[config.mk]
export PLATFORM = sky130hd
export DESIGN_NAME = lepton_cone_isolation_flat
export DESIGN_NICKNAME = d
export VERILOG_FILES = /design/src/hdl/lci_pkg.sv /design/src/hdl/lci_if.sv /design/src/hdl/lepton_cone_isolation.sv /design/src/flat_wrapper.sv
export VERILOG_INCLUDE_DIRS = /design/src /design/src/hdl
export SDC_FILE = /design/constraint.sdc
export NUM_CORES = 1
export LEC_CHECK = 0
export ABC_AREA = 1
export ABC_CLOCK_PERIOD_IN_PS = 23800
export BUFFER_PORTS_ARGS = -buffer_cell sky130_fd_sc_hd__buf_2
export CORE_ASPECT_RATIO = 1.5
export CORE_MARGIN = 8
export CORE_UTILIZATION = 55
export DETAILED_ROUTE_END_ITERATION = 6
export PLACE_DENSITY = 0.72
export SYNTH_ARGS = -nofsm -noshare
export SYNTH_HDL_FRONTEND = slang
export SYNTH_SLANG_ARGS = --single-unit
export TNS_END_PERCENT = 50
[constraint.sdc]
create_clock -name clock -period 23.8 [get_ports clock]
set_clock_uncertainty 0.2 [all_clocks]
set_input_delay 2.38 -clock clock [delete_from_list [all_inputs] [get_ports clock]]
set_output_delay 2.38 -clock clock [all_outputs]
set_load 0.03 [all_outputs]
[src/hdl/lepton_cone_isolation_assert.svh]
// Assertion macros shared by the lepton cone isolation RTL.
// Included by the top level; needs clock and reset in scope.
`ifndef LEPTON_CONE_ISOLATION_ASSERT_SVH
`define LEPTON_CONE_ISOLATION_ASSERT_SVH

// same-cycle implication, quiet during reset
`define LCI_ASSERT_IMP(label, ante, cons) \
   label: assert property (@(posedge clock) disable iff (reset) (ante) |-> (cons)) \
      else $error("lci check failed");

// next-cycle implication, quiet during reset
`define LCI_ASSERT_NXT(label, ante, cons) \
   label: assert property (@(posedge clock) disable iff (reset) (ante) |=> (cons)) \
      else $error("lci check failed");

// next-cycle implication, also checked across reset
`define LCI_ASSERT_NXT_NR(label, ante, cons) \
   label: assert property (@(posedge clock) (ante) |=> (cons)) \
      else $error("lci check failed");

`endif

[src/hdl/lci_pkg.sv]
// Package for the lepton cone isolation block: field widths, codes,
// register reset values and the input item type. No dependencies.
`timescale 1ns / 1ps

package lci_pkg;

   localparam int PtW      = 16;
   localparam int EtaW     = 11;
   localparam int PhiW     = 10;
   localparam int PdgW     = 24;
   localparam int SumW     = 20;
   localparam int ConeW    = 22;
   localparam int RatioW   = 10;
   localparam int AbsEtaW  = 10;
   localparam int CsrIdxW  = 3;
   localparam int CsrDataW = 22;
   localparam int ProdW    = RatioW + PtW;
   localparam int DrW      = ConeW + 1;

   localparam logic [SumW-1:0]    SUM_MAX   = '1;
   localparam logic [EtaW-1:0]    CRACK_LO  = 11'd236;
   localparam logic [EtaW-1:0]    CRACK_HI  = 11'd255;
   localparam logic [PdgW-1:0]    PDG_ELE   = 24'd11;
   localparam logic [PdgW-1:0]    PDG_MUON  = 24'd13;

   localparam logic [PtW-1:0]     ISO_MIN_PT_RST      = 16'd8;
   localparam logic [ConeW-1:0]   CONE_OUTER_SQ_RST   = 22'd2390;
   localparam logic [ConeW-1:0]   CONE_INNER_SQ_RST   = 22'd2;
   localparam logic [RatioW-1:0]  RATIO_MAX_RST       = 10'd59;
   localparam logic [PtW-1:0]     LEP_PT_MIN_RST      = 16'd160;
   localparam logic [AbsEtaW-1:0] LEP_ABS_ETA_MIN_RST = 10'd130;
   localparam logic [AbsEtaW-1:0] LEP_ABS_ETA_MAX_RST = 10'd235;

   typedef enum logic [1:0] {
      FUNC_LEPTON  = 2'd0,
      FUNC_TRACK   = 2'd1,
      FUNC_NEUTRAL = 2'd2,
      FUNC_FINISH  = 2'd3
   } func_type;

   typedef enum logic [CsrIdxW-1:0] {
      CSR_ISO_MIN_PT      = 3'd0,
      CSR_CONE_OUTER_SQ   = 3'd1,
      CSR_CONE_INNER_SQ   = 3'd2,
      CSR_RATIO_MAX       = 3'd3,
      CSR_LEP_PT_MIN      = 3'd4,
      CSR_LEP_ABS_ETA_MIN = 3'd5,
      CSR_LEP_ABS_ETA_MAX = 3'd6,
      CSR_SKIP_ISOLATION  = 3'd7
   } csr_index_type;

   // input item as captured in the input register
   typedef struct packed {
      logic [1:0]             func;
      logic [PtW-1:0]         pt;
      logic signed [EtaW-1:0] eta;
      logic [PhiW-1:0]        phi;
      logic signed [PdgW-1:0] pdg_id;
   } item_type;

endpackage

[src/hdl/lci_if.sv]
// Valid/ready channel interfaces for the lepton cone isolation block.
// Depends on lci_pkg for field widths.
`timescale 1ns / 1ps

interface lci_req_if;
   logic                                  valid;
   logic                                  ready;
   logic [1:0]                            func;
   logic [lci_pkg::PtW-1:0]               pt;
   logic signed [lci_pkg::EtaW-1:0]       eta;
   logic [lci_pkg::PhiW-1:0]              phi;
   logic signed [lci_pkg::PdgW-1:0]       pdg_id;

   modport source (output valid, func, pt, eta, phi, pdg_id, input ready);
   modport sink (input valid, func, pt, eta, phi, pdg_id, output ready);
endinterface

interface lci_rsp_if;
   logic                        valid;
   logic                        ready;
   logic                        kinematic_ok;
   logic                        isolated;
   logic                        accepted;
   logic [lci_pkg::SumW-1:0]    sum_pt;

   modport source (output valid, kinematic_ok, isolated, accepted, sum_pt, input ready);
   modport sink (input valid, kinematic_ok, isolated, accepted, sum_pt, output ready);
endinterface

[src/hdl/lepton_cone_isolation.sv]
// Lepton cone isolation: input register, one combinational pass, result register.
// Depends on lci_pkg, the channel interfaces in lci_if.sv and the assertion header.
`timescale 1ns / 1ps
//
// Usage:
//   req carries lepton, track, neutral and finish items; rsp carries one decision
//   per finish item. Configuration is written through csr_wr_en/csr_index/csr_wdata
//   while the block is idle.
//   A lepton item loads the candidate and clears the cone sum; track and neutral items
//   over the pt floor add pt when they sit in the delta-R annulus, tracks with e/mu ids
//   apart; a finish reports kinematic_ok, isolated, accepted and sum_pt for the current lepton.
// Timing:
//   One item per cycle while no finish item waits on a stalled result register. An
//   item lands in the input register; when it moves on, it updates the lepton state
//   and cone sum and, for a finish item, loads the result register, from which the
//   finish result shows on rsp.
// Reset:
//   Synchronous, active high. Clears the input and result valid flags, the lepton
//   state and the sum, and loads the register defaults.
// Backpressure:
//   A stalled result register holds its result; non-finish items keep flowing,
//   and req drops ready only while a finish item waits in the input register.

module lepton_cone_isolation (
   input  logic                           clock,
   input  logic                           reset,
   lci_req_if.sink                        req,
   lci_rsp_if.source                      rsp,
   input  logic                           csr_wr_en,
   input  logic [lci_pkg::CsrIdxW-1:0]    csr_index,
   input  logic [lci_pkg::CsrDataW-1:0]   csr_wdata
);
   import lci_pkg::*;

   // configuration
   logic [PtW-1:0]     iso_min_pt_ff;
   logic [ConeW-1:0]   cone_outer_sq_ff;
   logic [ConeW-1:0]   cone_inner_sq_ff;
   logic [RatioW-1:0]  ratio_max_ff;
   logic [PtW-1:0]     lep_pt_min_ff;
   logic [AbsEtaW-1:0] lep_abs_eta_min_ff;
   logic [AbsEtaW-1:0] lep_abs_eta_max_ff;
   logic               skip_isolation_ff;

   // lepton state and cone sum
   logic [PtW-1:0]         lep_pt_ff, lep_pt_in;
   logic signed [EtaW-1:0] lep_eta_ff, lep_eta_in;
   logic [PhiW-1:0]        lep_phi_ff, lep_phi_in;
   logic                   lep_kin_ff, lep_kin_in;
   logic [SumW-1:0]        cone_sum_ff, cone_sum_in;

   // input and result registers
   logic     p0_valid_ff, p0_valid_in;
   item_type p0_ff;
   logic     rsp_valid_ff, rsp_valid_in;
   logic     rsp_kin_ff, rsp_iso_ff, rsp_acc_ff;
   logic     rsp_kin_in, rsp_iso_in, rsp_acc_in;
   logic [SumW-1:0] rsp_sum_ff;

   logic out_free, a_move, a_free, req_xfer;

   // geometry
   logic [EtaW-1:0]          abs_eta;
   logic                     kin_ok;
   logic signed [EtaW:0]     deta;
   logic signed [2*EtaW+1:0] deta_prod;
   logic [PhiW-1:0]          dphi_raw;
   logic signed [PhiW-1:0]   dphi;
   logic signed [2*PhiW-1:0] dphi_prod;
   logic [DrW-1:0]           dr_sq;
   logic                     pdg_skip;
   logic                     in_cone;
   logic                     add_pt;

   // accumulate and decision
   logic [ProdW-1:0]     limit;
   logic [SumW:0]        sum_wide;
   logic [SumW+7:0]      sum_scaled;
   logic                 iso_ok;

   // ---------------- handshake ----------------
   always_comb begin
      out_free = !rsp_valid_ff || rsp.ready;
      a_move   = p0_valid_ff && (func_type'(p0_ff.func) != FUNC_FINISH || out_free);
      a_free   = !p0_valid_ff || a_move;
      req_xfer = req.valid && a_free;
   end

   assign req.ready = a_free;

   // ---------------- configuration ----------------
   always_ff @(posedge clock) begin
      if (reset) begin
         iso_min_pt_ff      <= ISO_MIN_PT_RST;
         cone_outer_sq_ff   <= CONE_OUTER_SQ_RST;
         cone_inner_sq_ff   <= CONE_INNER_SQ_RST;
         ratio_max_ff       <= RATIO_MAX_RST;
         lep_pt_min_ff      <= LEP_PT_MIN_RST;
         lep_abs_eta_min_ff <= LEP_ABS_ETA_MIN_RST;
         lep_abs_eta_max_ff <= LEP_ABS_ETA_MAX_RST;
         skip_isolation_ff  <= 1'b0;
      end else if (csr_wr_en) begin
         unique case (csr_index_type'(csr_index))
            CSR_ISO_MIN_PT:      iso_min_pt_ff      <= csr_wdata[PtW-1:0];
            CSR_CONE_OUTER_SQ:   cone_outer_sq_ff   <= csr_wdata[ConeW-1:0];
            CSR_CONE_INNER_SQ:   cone_inner_sq_ff   <= csr_wdata[ConeW-1:0];
            CSR_RATIO_MAX:       ratio_max_ff       <= csr_wdata[RatioW-1:0];
            CSR_LEP_PT_MIN:      lep_pt_min_ff      <= csr_wdata[PtW-1:0];
            CSR_LEP_ABS_ETA_MIN: lep_abs_eta_min_ff <= csr_wdata[AbsEtaW-1:0];
            CSR_LEP_ABS_ETA_MAX: lep_abs_eta_max_ff <= csr_wdata[AbsEtaW-1:0];
            CSR_SKIP_ISOLATION:  skip_isolation_ff  <= csr_wdata[0];
            default: ;
         endcase
      end
   end

   // ---------------- input register ----------------
   assign p0_valid_in = req_xfer || (p0_valid_ff && !a_move);

   always_ff @(posedge clock) begin
      if (reset) begin
         p0_valid_ff <= 1'b0;
      end else begin
         p0_valid_ff <= p0_valid_in;
      end
      if (req_xfer) begin
         p0_ff.func   <= req.func;
         p0_ff.pt     <= req.pt;
         p0_ff.eta    <= req.eta;
         p0_ff.phi    <= req.phi;
         p0_ff.pdg_id <= req.pdg_id;
      end
   end

   // ---------------- single pass ----------------
   always_comb begin
      abs_eta = p0_ff.eta[EtaW-1] ? EtaW'(-p0_ff.eta) : EtaW'(p0_ff.eta);
      kin_ok  = (p0_ff.pt >= lep_pt_min_ff)
             && (abs_eta <= {1'b0, lep_abs_eta_max_ff})
             && (abs_eta >= {1'b0, lep_abs_eta_min_ff})
             && !(abs_eta >= CRACK_LO && abs_eta <= CRACK_HI);

      deta      = {p0_ff.eta[EtaW-1], p0_ff.eta} - {lep_eta_ff[EtaW-1], lep_eta_ff};
      deta_prod = deta * deta;
      // phi wraps: the modular difference read as signed is the short way round
      dphi_raw  = p0_ff.phi - lep_phi_ff;
      dphi      = signed'(dphi_raw);
      dphi_prod = dphi * dphi;
      dr_sq     = {1'b0, deta_prod[ConeW-1:0]} + DrW'(dphi_prod[2*PhiW-2:0]);

      pdg_skip = (p0_ff.pdg_id == PDG_ELE)  || (p0_ff.pdg_id == -PDG_ELE)
              || (p0_ff.pdg_id == PDG_MUON) || (p0_ff.pdg_id == -PDG_MUON);
      in_cone  = (dr_sq < {1'b0, cone_outer_sq_ff})
              && (dr_sq > {1'b0, cone_inner_sq_ff})
              && (p0_ff.pt > iso_min_pt_ff);

      case (func_type'(p0_ff.func))
         FUNC_TRACK:   add_pt = in_cone && !pdg_skip;
         FUNC_NEUTRAL: add_pt = in_cone;
         default:      add_pt = 1'b0;
      endcase

      limit      = ratio_max_ff * lep_pt_ff;
      sum_wide   = {1'b0, cone_sum_ff} + (SumW+1)'(p0_ff.pt);
      sum_scaled = {cone_sum_ff, 8'd0};
      iso_ok     = (lep_pt_ff != '0) && (sum_scaled <= (SumW+8)'(limit));

      lep_pt_in   = lep_pt_ff;
      lep_eta_in  = lep_eta_ff;
      lep_phi_in  = lep_phi_ff;
      lep_kin_in  = lep_kin_ff;
      cone_sum_in = cone_sum_ff;
      if (a_move) begin
         if (func_type'(p0_ff.func) == FUNC_LEPTON) begin
            lep_pt_in   = p0_ff.pt;
            lep_eta_in  = p0_ff.eta;
            lep_phi_in  = p0_ff.phi;
            lep_kin_in  = kin_ok;
            cone_sum_in = '0;
         end else if (add_pt) begin
            // saturate at full scale
            cone_sum_in = sum_wide[SumW] ? SUM_MAX : sum_wide[SumW-1:0];
         end
      end

      rsp_valid_in = rsp_valid_ff && !rsp.ready;
      if (a_move && func_type'(p0_ff.func) == FUNC_FINISH) begin
         rsp_valid_in = 1'b1;
      end
      rsp_kin_in = lep_kin_ff;
      rsp_iso_in = iso_ok;
      rsp_acc_in = lep_kin_ff && (iso_ok || skip_isolation_ff);
   end

   always_ff @(posedge clock) begin
      if (reset) begin
         lep_pt_ff    <= '0;
         lep_eta_ff   <= '0;
         lep_phi_ff   <= '0;
         lep_kin_ff   <= 1'b0;
         cone_sum_ff  <= '0;
         rsp_valid_ff <= 1'b0;
      end else begin
         lep_pt_ff    <= lep_pt_in;
         lep_eta_ff   <= lep_eta_in;
         lep_phi_ff   <= lep_phi_in;
         lep_kin_ff   <= lep_kin_in;
         cone_sum_ff  <= cone_sum_in;
         rsp_valid_ff <= rsp_valid_in;
      end
      if (a_move && func_type'(p0_ff.func) == FUNC_FINISH) begin
         rsp_kin_ff <= rsp_kin_in;
         rsp_iso_ff <= rsp_iso_in;
         rsp_acc_ff <= rsp_acc_in;
         rsp_sum_ff <= cone_sum_ff;
      end
   end

   assign rsp.valid        = rsp_valid_ff;
   assign rsp.kinematic_ok = rsp_kin_ff;
   assign rsp.isolated     = rsp_iso_ff;
   assign rsp.accepted     = rsp_acc_ff;
   assign rsp.sum_pt       = rsp_sum_ff;

   // ---------------- checks ----------------
`include "lepton_cone_isolation_assert.svh"

   `LCI_ASSERT_NXT_NR(a_sum_reset, reset, cone_sum_ff == '0)
   `LCI_ASSERT_NXT(a_sum_clear, a_move && func_type'(p0_ff.func) == FUNC_LEPTON, cone_sum_ff == '0)
   `LCI_ASSERT_NXT(a_sum_grows, a_move && add_pt, cone_sum_ff >= $past(cone_sum_ff))
   `LCI_ASSERT_IMP(a_acc_needs_kin, rsp_valid_ff && rsp_acc_ff, rsp_kin_ff)

endmodule

[src/flat_wrapper.sv]
// flat-port wrapper written by rule: the top's interface ports become plain ports
module lepton_cone_isolation_flat import lci_pkg::*;
  (clock, reset, csr_wr_en, csr_index, csr_wdata, req_valid, req_func, req_pt, req_eta, req_phi, req_pdg_id, req_ready, rsp_valid, rsp_kinematic_ok, rsp_isolated, rsp_accepted, rsp_sum_pt, rsp_ready);
  lci_req_if req_i ();
  lci_rsp_if rsp_i ();
  input  logic clock;
  input  logic reset;
  input  logic csr_wr_en;
  input  logic [lci_pkg::CsrIdxW-1:0] csr_index;
  input  logic [lci_pkg::CsrDataW-1:0] csr_wdata;
  input wire logic [$bits(req_i.valid)-1:0] req_valid;
  input wire logic [$bits(req_i.func)-1:0] req_func;
  input wire logic [$bits(req_i.pt)-1:0] req_pt;
  input wire logic [$bits(req_i.eta)-1:0] req_eta;
  input wire logic [$bits(req_i.phi)-1:0] req_phi;
  input wire logic [$bits(req_i.pdg_id)-1:0] req_pdg_id;
  output wire logic [$bits(req_i.ready)-1:0] req_ready;
  output wire logic [$bits(rsp_i.valid)-1:0] rsp_valid;
  output wire logic [$bits(rsp_i.kinematic_ok)-1:0] rsp_kinematic_ok;
  output wire logic [$bits(rsp_i.isolated)-1:0] rsp_isolated;
  output wire logic [$bits(rsp_i.accepted)-1:0] rsp_accepted;
  output wire logic [$bits(rsp_i.sum_pt)-1:0] rsp_sum_pt;
  input wire logic [$bits(rsp_i.ready)-1:0] rsp_ready;
  assign req_i.valid = req_valid;
  assign req_i.func = req_func;
  assign req_i.pt = req_pt;
  assign req_i.eta = req_eta;
  assign req_i.phi = req_phi;
  assign req_i.pdg_id = req_pdg_id;
  assign req_ready = req_i.ready;
  assign rsp_valid = rsp_i.valid;
  assign rsp_kinematic_ok = rsp_i.kinematic_ok;
  assign rsp_isolated = rsp_i.isolated;
  assign rsp_accepted = rsp_i.accepted;
  assign rsp_sum_pt = rsp_i.sum_pt;
  assign rsp_i.ready = rsp_ready;
  lepton_cone_isolation u_core (.clock(clock), .reset(reset), .req(req_i), .rsp(rsp_i), .csr_wr_en(csr_wr_en), .csr_index(csr_index), .csr_wdata(csr_wdata));
endmodule
==> results.json, run 1 <==
{
  "drt_iter0_drc": 1205,
  "post_cts_resized": 0,
  "fin_setup_tns_ns": 0,
  "worst-path-max-fanout": 22,
  "fp-row-count": 101,
  "timing.slew.headroom_pct": 21.8,
  "clk_latency_ns": 0.56,
  "path_class": "register to register",
  "cts_tree": "done",
  "met1_length_um": 24200,
  "clock_sinks": 253,
  "clock.fmax_mhz": 88.0,
  "via_count": 22208,
  "period_share_pct": 47.8,
  "grt_pass1_wl_um": 112000,
  "synth_compound_area_share_pct": 10.9,
  "async_flop_share_pct": 0,
  "cts-root-buf": "clkbuf_16",
  "hold_depth": 2,
  "start_kind": "register",
  "outcome": "finished clean",
  "met2_wirelength_um": 38000,
  "antenna_found_initial": 5,
  "grt_max_degree": 126,
  "cts_hold_buf": 0,
  "cpPeakStageDelay_ns": 0.70,
  "syn_nets": 4169,
  "setup_viol": 0,
  "maxCapViolCount": 0,
  "cts_inserted_buffers": 25,
  "synth_top_area_cell": "fa_1",
  "postCtsSetupBuffers": 0,
  "synth_mux_area_share_pct": 0,
  "wl_per_cell_um": 16.2,
  "clk_path_buf_depth": 3,
  "seq_area_frac_synth_pct": 21.4,
  "cpMostUsedCell": "nand2_1",
  "yosysWarningCount": 0,
  "ys_types": 49,
  "ys.flop_type": "dfxtp_1",
  "crit_required_ns": 24.06,
  "top_layer": "met5",
  "clk_pin_slew_ns": 0.07,
  "hold_path.class": "register to register",
  "r2r.worst_path.cells": 54,
  "ant_nets": 0,
  "io_pins": 118,
  "wirelength_um": 68100,
  "tightestPinTransition_ns": 1.17,
  "synth_top_family_by_area": "adder cells",
  "drc": 0,
  "layout.nets": 4223,
  "critPathSlowestCell": "nor2_2",
  "hpwl_um": 55900,
  "gp_congestion": 0.921,
  "final_cells": 4193,
  "drive_above_1_share_pct": 6.65,
  "die-area_mm2": 0.0580,
  "synth_fa_ha_area_share_pct": 36.6,
  "synth_cells": 3446,
  "synthTopCellsByArea": "fa_1, ha_1, dfxtp_1",
  "cp.arrival_ns": 11.62,
  "cp-end-kind": "register",
  "fp.dieW_um": 199,
  "port_buffers": 117,
  "start_util_pct": 55.3,
  "hold_viol": 0,
  "grt_pass1_vias": 22904,
  "maxSlewViolCount": 0,
  "nFillCells": 4622,
  "cts-htree-levels": 1,
  "avgViaCountPerCell": 5.30,
  "dr.pass1.iters": 5,
  "grt_usage_pct": 24.0,
  "synthSimpleGateAreaFrac_pct": 15.8,
  "synth_edf_count": 86,
  "fin_util_pct": 59.1,
  "yosys.area.top_type_share_pct": 21.8,
  "fin_crit_ns": 11.37,
  "areaGrowthSynthToFinish_pct": 6.90,
  "grt.overflow.total": 0,
  "syn_area_mm2": 0.0277,
  "syn_avg_cell_area_um2": 8.05,
  "dpl.cell_count": 4142,
  "met3WireLength_um": 2250,
  "core_area_mm2": 0.0502,
  "synth_xor_area_share_pct": 3.22,
  "ys_ff_latch": 253,
  "dieHeight_um": 291,
  "rsz0062_at_grt": "no"
}
-- final cells by class --
cell class | count | area [um2] | area share, %
flip-flops and latches | 253 | 5930 | 20.0
repair buffers | 122 | 623 | 2.10
multi-input cells | 2310 | 18400 | 62.3
diodes | 5 | 12.5 | 0.0422
inverters | 788 | 2960 | 9.98
clock inverters | 11 | 120 | 0.405
clock buffers | 35 | 709 | 2.39
well taps | 669 | 837 | 2.82
-- path summary, 6_finish.rpt --
| check | startpoint | slack (ns) | endpoint |
|---|---|---|---|
| max | u_core.p0_ff[24] | 12.43 | u_core.cone_sum_ff[17] |
| min | u_core.iso_min_pt_ff[6] | 0.26 | u_core.iso_min_pt_ff[6] |
| max reg2reg | u_core.p0_ff[24] | 12.43 | u_core.cone_sum_ff[17] |
| min reg2reg | u_core.iso_min_pt_ff[6] | 0.26 | u_core.iso_min_pt_ff[6] |
-- cell usage in the layout, fill, tap and decap left out, types with 5 or more instances in the layout --
master	Yosys	routed
a21o_1	9	9
nor3_1	17	17
or2_2	11	11
clkbuf_16	0	26
buf_2	8	117
fa_1	302	302
ha_1	328	328
edfxtp_1	86	86
a31oi_1	8	8
a21oi_1	270	270
o21ai_0	175	175
buf_4	0	5
xnor2_1	31	31
nand2_2	10	10
dfxtp_1	167	167
a21oi_2	19	19
nand4_1	49	49
clkbuf_1	84	5
o211ai_1	25	25
nand3_1	88	88
nand3_2	19	19
o21bai_1	11	11
xor2_1	71	71
nand2_1	577	576
a211oi_1	7	7
nor2_1	240	240
nor4_1	6	6
inv_1	782	781
diode_2	0	5
o21a_1	7	7
-- flip-flops by register name, indices dropped and copies added, names as in the netlist, 11 cells and up --
register / count
u_core.cone_outer_sq_ff: 22
u_core.rsp.sum_pt: 20
u_core.p0_ff: 63
u_core.lep_pt_ff: 16
u_core.lep_eta_ff: 11
u_core.cone_sum_ff: 20
u_core.cone_inner_sq_ff: 22
u_core.lep_pt_min_ff: 16
u_core.iso_min_pt_ff: 16
-- metal layers --
metal | vias up | track usage (%)
met1 | 10613 | 24.7
met4 | 2 | 12.2
li1 | 10922 | -
met2 | 488 | 46.8
met3 | 183 | 2.00
met5 | - | 0
-- kinds of logic (layout without fill, tap and decap cells) --
kind of cell    Yosys count  in the layout
fa+ha+maj               630            630
simple gates           1032           1032
flops                   253            253
xor+xnor                102            102
buf+inv                 883            956
compound gates          546            546
other cells               0              5
-- cells in the mapped netlist, types with 2 or more instances --
cell,count
dfxtp_1,167
clkinv_1,5
buf_2,8
a31oi_1,8
a21oi_1,270
clkbuf_1,84
nand2_1,577
nor4_1,6
o2111ai_1,4
nand4_1,49
fa_1,302
nor2_1,240
nand2_2,10
a21oi_2,19
and2_1,2
o31ai_1,2
a21o_1,9
nor3_1,17
nand2_4,2
ha_1,328
nand3_2,19
edfxtp_1,86
or2_2,11
nand3b_1,4
xnor2_1,31
o21ai_0,175
o21a_1,7
a211oi_1,7
xor2_1,71
nand3_1,88
nor2_2,4
inv_1,782
o21bai_1,11
o211ai_1,25
buf_12,2
-- worst max-delay path, delay by kind of cell, from the launching register on --
| kind | cells | cell delay, ns |
|---|---|---|
| AO/OA/AOI/OAI | 11 | 2.02 |
| XOR/XNOR | 2 | 0.71 |
| flip-flops | 1 | 0.39 |
| buffers and inverters | 6 | 0.39 |
| AND/OR/NAND/NOR | 25 | 3.37 |
| adder cells (fa/ha/maj) | 10 | 4.18 |
-- metrics by stage --
stage / hold slack (ns) / cell area [um2] / setup WS (ns)
6_report: 0.260 / 29600 / 12.43
5_1_grt: 0.278 / 29600 / 11.42
3_5_place_dp: 0.252 / 28800 / 12.53
2_1_floorplan: 0.231 / 27700 / 14.05
4_1_cts: 0.261 / 29600 / 12.50
3_3_place_gp: 0.243 / 28800 / 12.76
Power of run 1 is left out: the tool's default activity adds up to more than one toggle a clock period on the data nets, which glitch-free logic cannot reach.
==> run 2, diff against run 1 <==
- ABC_AREA: 1 -> 0
- ABC_CLOCK_PERIOD_IN_PS: 23800 -> 10200
- PLACE_DENSITY: 0.72 -> 0.75
- clock period: 23.8 -> 10.2 ns (I/O delays scaled with it)
==> run 2 against run 1 <==
  * Fmax increased by 14%
  * Utilization increased by 5.7 points
  * Non-clock buffer count increased by 204
  * Die area decreased by 3.2%
  * Via count decreased by 0.87%
  * Register-to-register slack got worse by 12 ns
  * Sequential share of layout area decreased by 1.0 points
  * Critical path type unchanged
==> results.json, run 2 <==
{
  "ys_types": 81,
  "grt.overflow.total": 0,
  "dieHeight_um": 286,
  "drt_iter0_drc": 1059,
  "holdPathEnd": "u_core.lep_eta_ff[3]",
  "clk_latency_ns": 0.54,
  "outcome": "finished clean",
  "synth_top_area_cell": "fa_1",
  "cp.arrival_ns": 10.25,
  "layout.nets": 4021,
  "wl_per_cell_um": 18.3,
  "cts_hold_buf": 0,
  "critPathSlowestCell": "fa_1",
  "cpMostUsedCell": "fa_1",
  "synthTopCellsByArea": "fa_1, ha_1, dfxtp_1",
  "nFillCells": 3808,
  "r2r_end": "u_core.cone_sum_ff[19]",
  "maxSlewViolCount": 0,
  "rsz0062_at_grt": "yes",
  "setup_viol": 0,
  "synth_edf_count": 86,
  "largest_reg_flops": 63,
  "yosysWarningCount": 0,
  "start_util_pct": 55.4,
  "largest-register": "u_core.p0_ff",
  "grt_pass1_wl_um": 114000,
  "path_class": "register to register",
  "fp-row-count": 99,
  "port_buffers": 117,
  "ys_ff_latch": 253,
  "grt_pass1_vias": 22888,
  "hold_depth": 2,
  "min-delay-start": "u_core.lep_eta_ff[3]",
  "clock.fmax_mhz": 99.9,
  "wirelength_um": 72000,
  "seq_area_frac_synth_pct": 22.1,
  "avgViaCountPerCell": 5.60,
  "fp.dieW_um": 196,
  "worst-path-max-fanout": 7,
  "start_kind": "register",
  "io_pins": 118,
  "gp_congestion": 0.907,
  "grt_max_degree": 82,
  "ys_top_cells_by_count": "inv_1, nand2_1, ha_1, fa_1, a21oi_1",
  "async_flop_share_pct": 0,
  "grt_usage_pct": 24.9,
  "crit_buf_inv": 10,
  "syn_area_mm2": 0.0268,
  "top_regs": "u_core.p0_ff: 63 flops, u_core.cone_inner_sq_ff: 22 flops, u_core.cone_outer_sq_ff: 22 flops",
  "cpPeakStageDelay_ns": 0.59,
  "r2r-start": "u_core.p0_ff[25]",
  "cts-root-buf": "clkbuf_16",
  "path_delay_family": "adder cells",
  "crit_required_ns": 10.44,
  "cts_tree": "done",
  "r2r_slack_ns": 0.19,
  "die-area_mm2": 0.0561,
  "r2r.worst_path.cells": 48,
  "timing.slew.headroom_pct": 17.0,
  "yosys.area.top_type_share_pct": 22.6,
  "antenna_found_initial": 6,
  "maxCapViolCount": 0,
  "clk_pin_slew_ns": 0.06,
  "ys.flop_type": "dfxtp_1",
  "synth_cells": 3034,
  "dpl_cell_area_mm2": 0.0291,
  "drc": 0,
  "cts_inserted_buffers": 27,
  "cp-end-kind": "register",
  "ant_nets": 0,
  "layout_common_cells": "inv_1, nand2_1, ha_1",
  "synth_most_common_cell": "inv_1",
  "tightestPinTransition_ns": 1.23,
  "fin_area_mm2": 0.0313,
  "mostFrequentLayoutCell": "inv_1",
  "hpwl_um": 56500,
  "via_count": 22015,
  "core_area_mm2": 0.0483,
  "fin_util_pct": 64.7,
  "fin_crit_ns": 10.01,
  "hold_viol": 0,
  "clock_sinks": 253,
  "syn_nets": 3757,
  "drive_above_1_share_pct": 16.7,
  "dr.pass1.iters": 6,
  "areaGrowthSynthToFinish_pct": 16.9,
  "period_share_pct": 98.2,
  "clk_path_buf_depth": 3,
  "hold_path.class": "register to register",
  "syn_avg_cell_area_um2": 8.82,
  "cts-htree-levels": 1
}
## run 2: area by class of cell
type / count / area, um2 / area share, %
tap: 606 / 758 / 2.42
clock inverter: 17 / 164 / 0.524
inverter: 531 / 2010 / 6.43
timing repair buffer: 326 / 2210 / 7.08
antenna: 4 / 10.0 / 0.0320
clock buffer: 33 / 698 / 2.23
multi-input combinational: 2159 / 19500 / 62.3
sequential: 253 / 5930 / 19.0
## run 2: worst register-to-register path, delay by kind of cell, from the launching register on
| kind | cells | cell delay [ns] |
|---|---|---|
| buffers and inverters | 10 | 0.87 |
| AO/OA/AOI/OAI | 17 | 3.18 |
| adder cells (fa/ha/maj) | 9 | 3.79 |
| AND/OR/NAND/NOR | 11 | 1.35 |
| flip-flops | 1 | 0.40 |
| XOR/XNOR | 1 | 0.14 |
## run 2: timing repair
action / in CTS / in global routing
gates cloned: 1 / 1
pin swaps: 26 / 129
setup buffers: 13 / 20
setup endpoints to repair: 20 / 20
hold endpoints to repair: 0 / 0
resized for setup: 62 / 180
## run 2: logic make-up (layout without fill, tap and decap cells)
group                    Yosys count  in the layout  synth area share (%)
AO/OA/AOI/OAI                    491            491                  11.6
XOR/XNOR                         111            111                  3.63
adder cells (fa/ha/maj)          630            630                  37.9
buffers and inverters            623            907                  8.79
flip-flops                       253            253                  22.1
multiplexers                       7              7                 0.262
other                              0              4                     0
AND/OR/NAND/NOR                  919            920                  15.6
## run 2: worst max path at each step
stage	from	end	slack (ns)	depth (start not counted)
floorplan	u_core.p0_ff[34]	u_core.cone_sum_ff[10]	0.02	48
global placement	u_core.p0_ff[25]	u_core.cone_sum_ff[14]	-0.42	45
detailed placement	u_core.p0_ff[25]	u_core.cone_sum_ff[19]	-0.73	44
CTS	u_core.p0_ff[34]	u_core.cone_sum_ff[19]	-0.03	46
global route	u_core.p0_ff[25]	u_core.cone_sum_ff[14]	-0.28	49
finish	u_core.p0_ff[25]	u_core.cone_sum_ff[19]	0.19	48
## run 2: metal layers
metal	up-vias	GRT usage [%]	share of wire, %
met3	204	3.08	5.0
met4	4	11.1	5.1
li1	10347	-	-
met1	10769	28.2	38
met5	-	0	0.038
met2	691	46.3	52
## run 2: stage by stage
stage          std cells  TNS, ns  setup slack, ns  hold slack, ns
6_report            3929        0            0.186           0.252
2_1_floorplan       3034        0           0.0172           0.231
5_1_grt             3927    -5.42           -0.285           0.270
4_1_cts             3904  -0.0302          -0.0302           0.255
3_5_place_dp        3840   -13.45           -0.728           0.247
3_3_place_gp        3840    -8.13           -0.423           0.242
Power of run 2 is left out for the same reason.
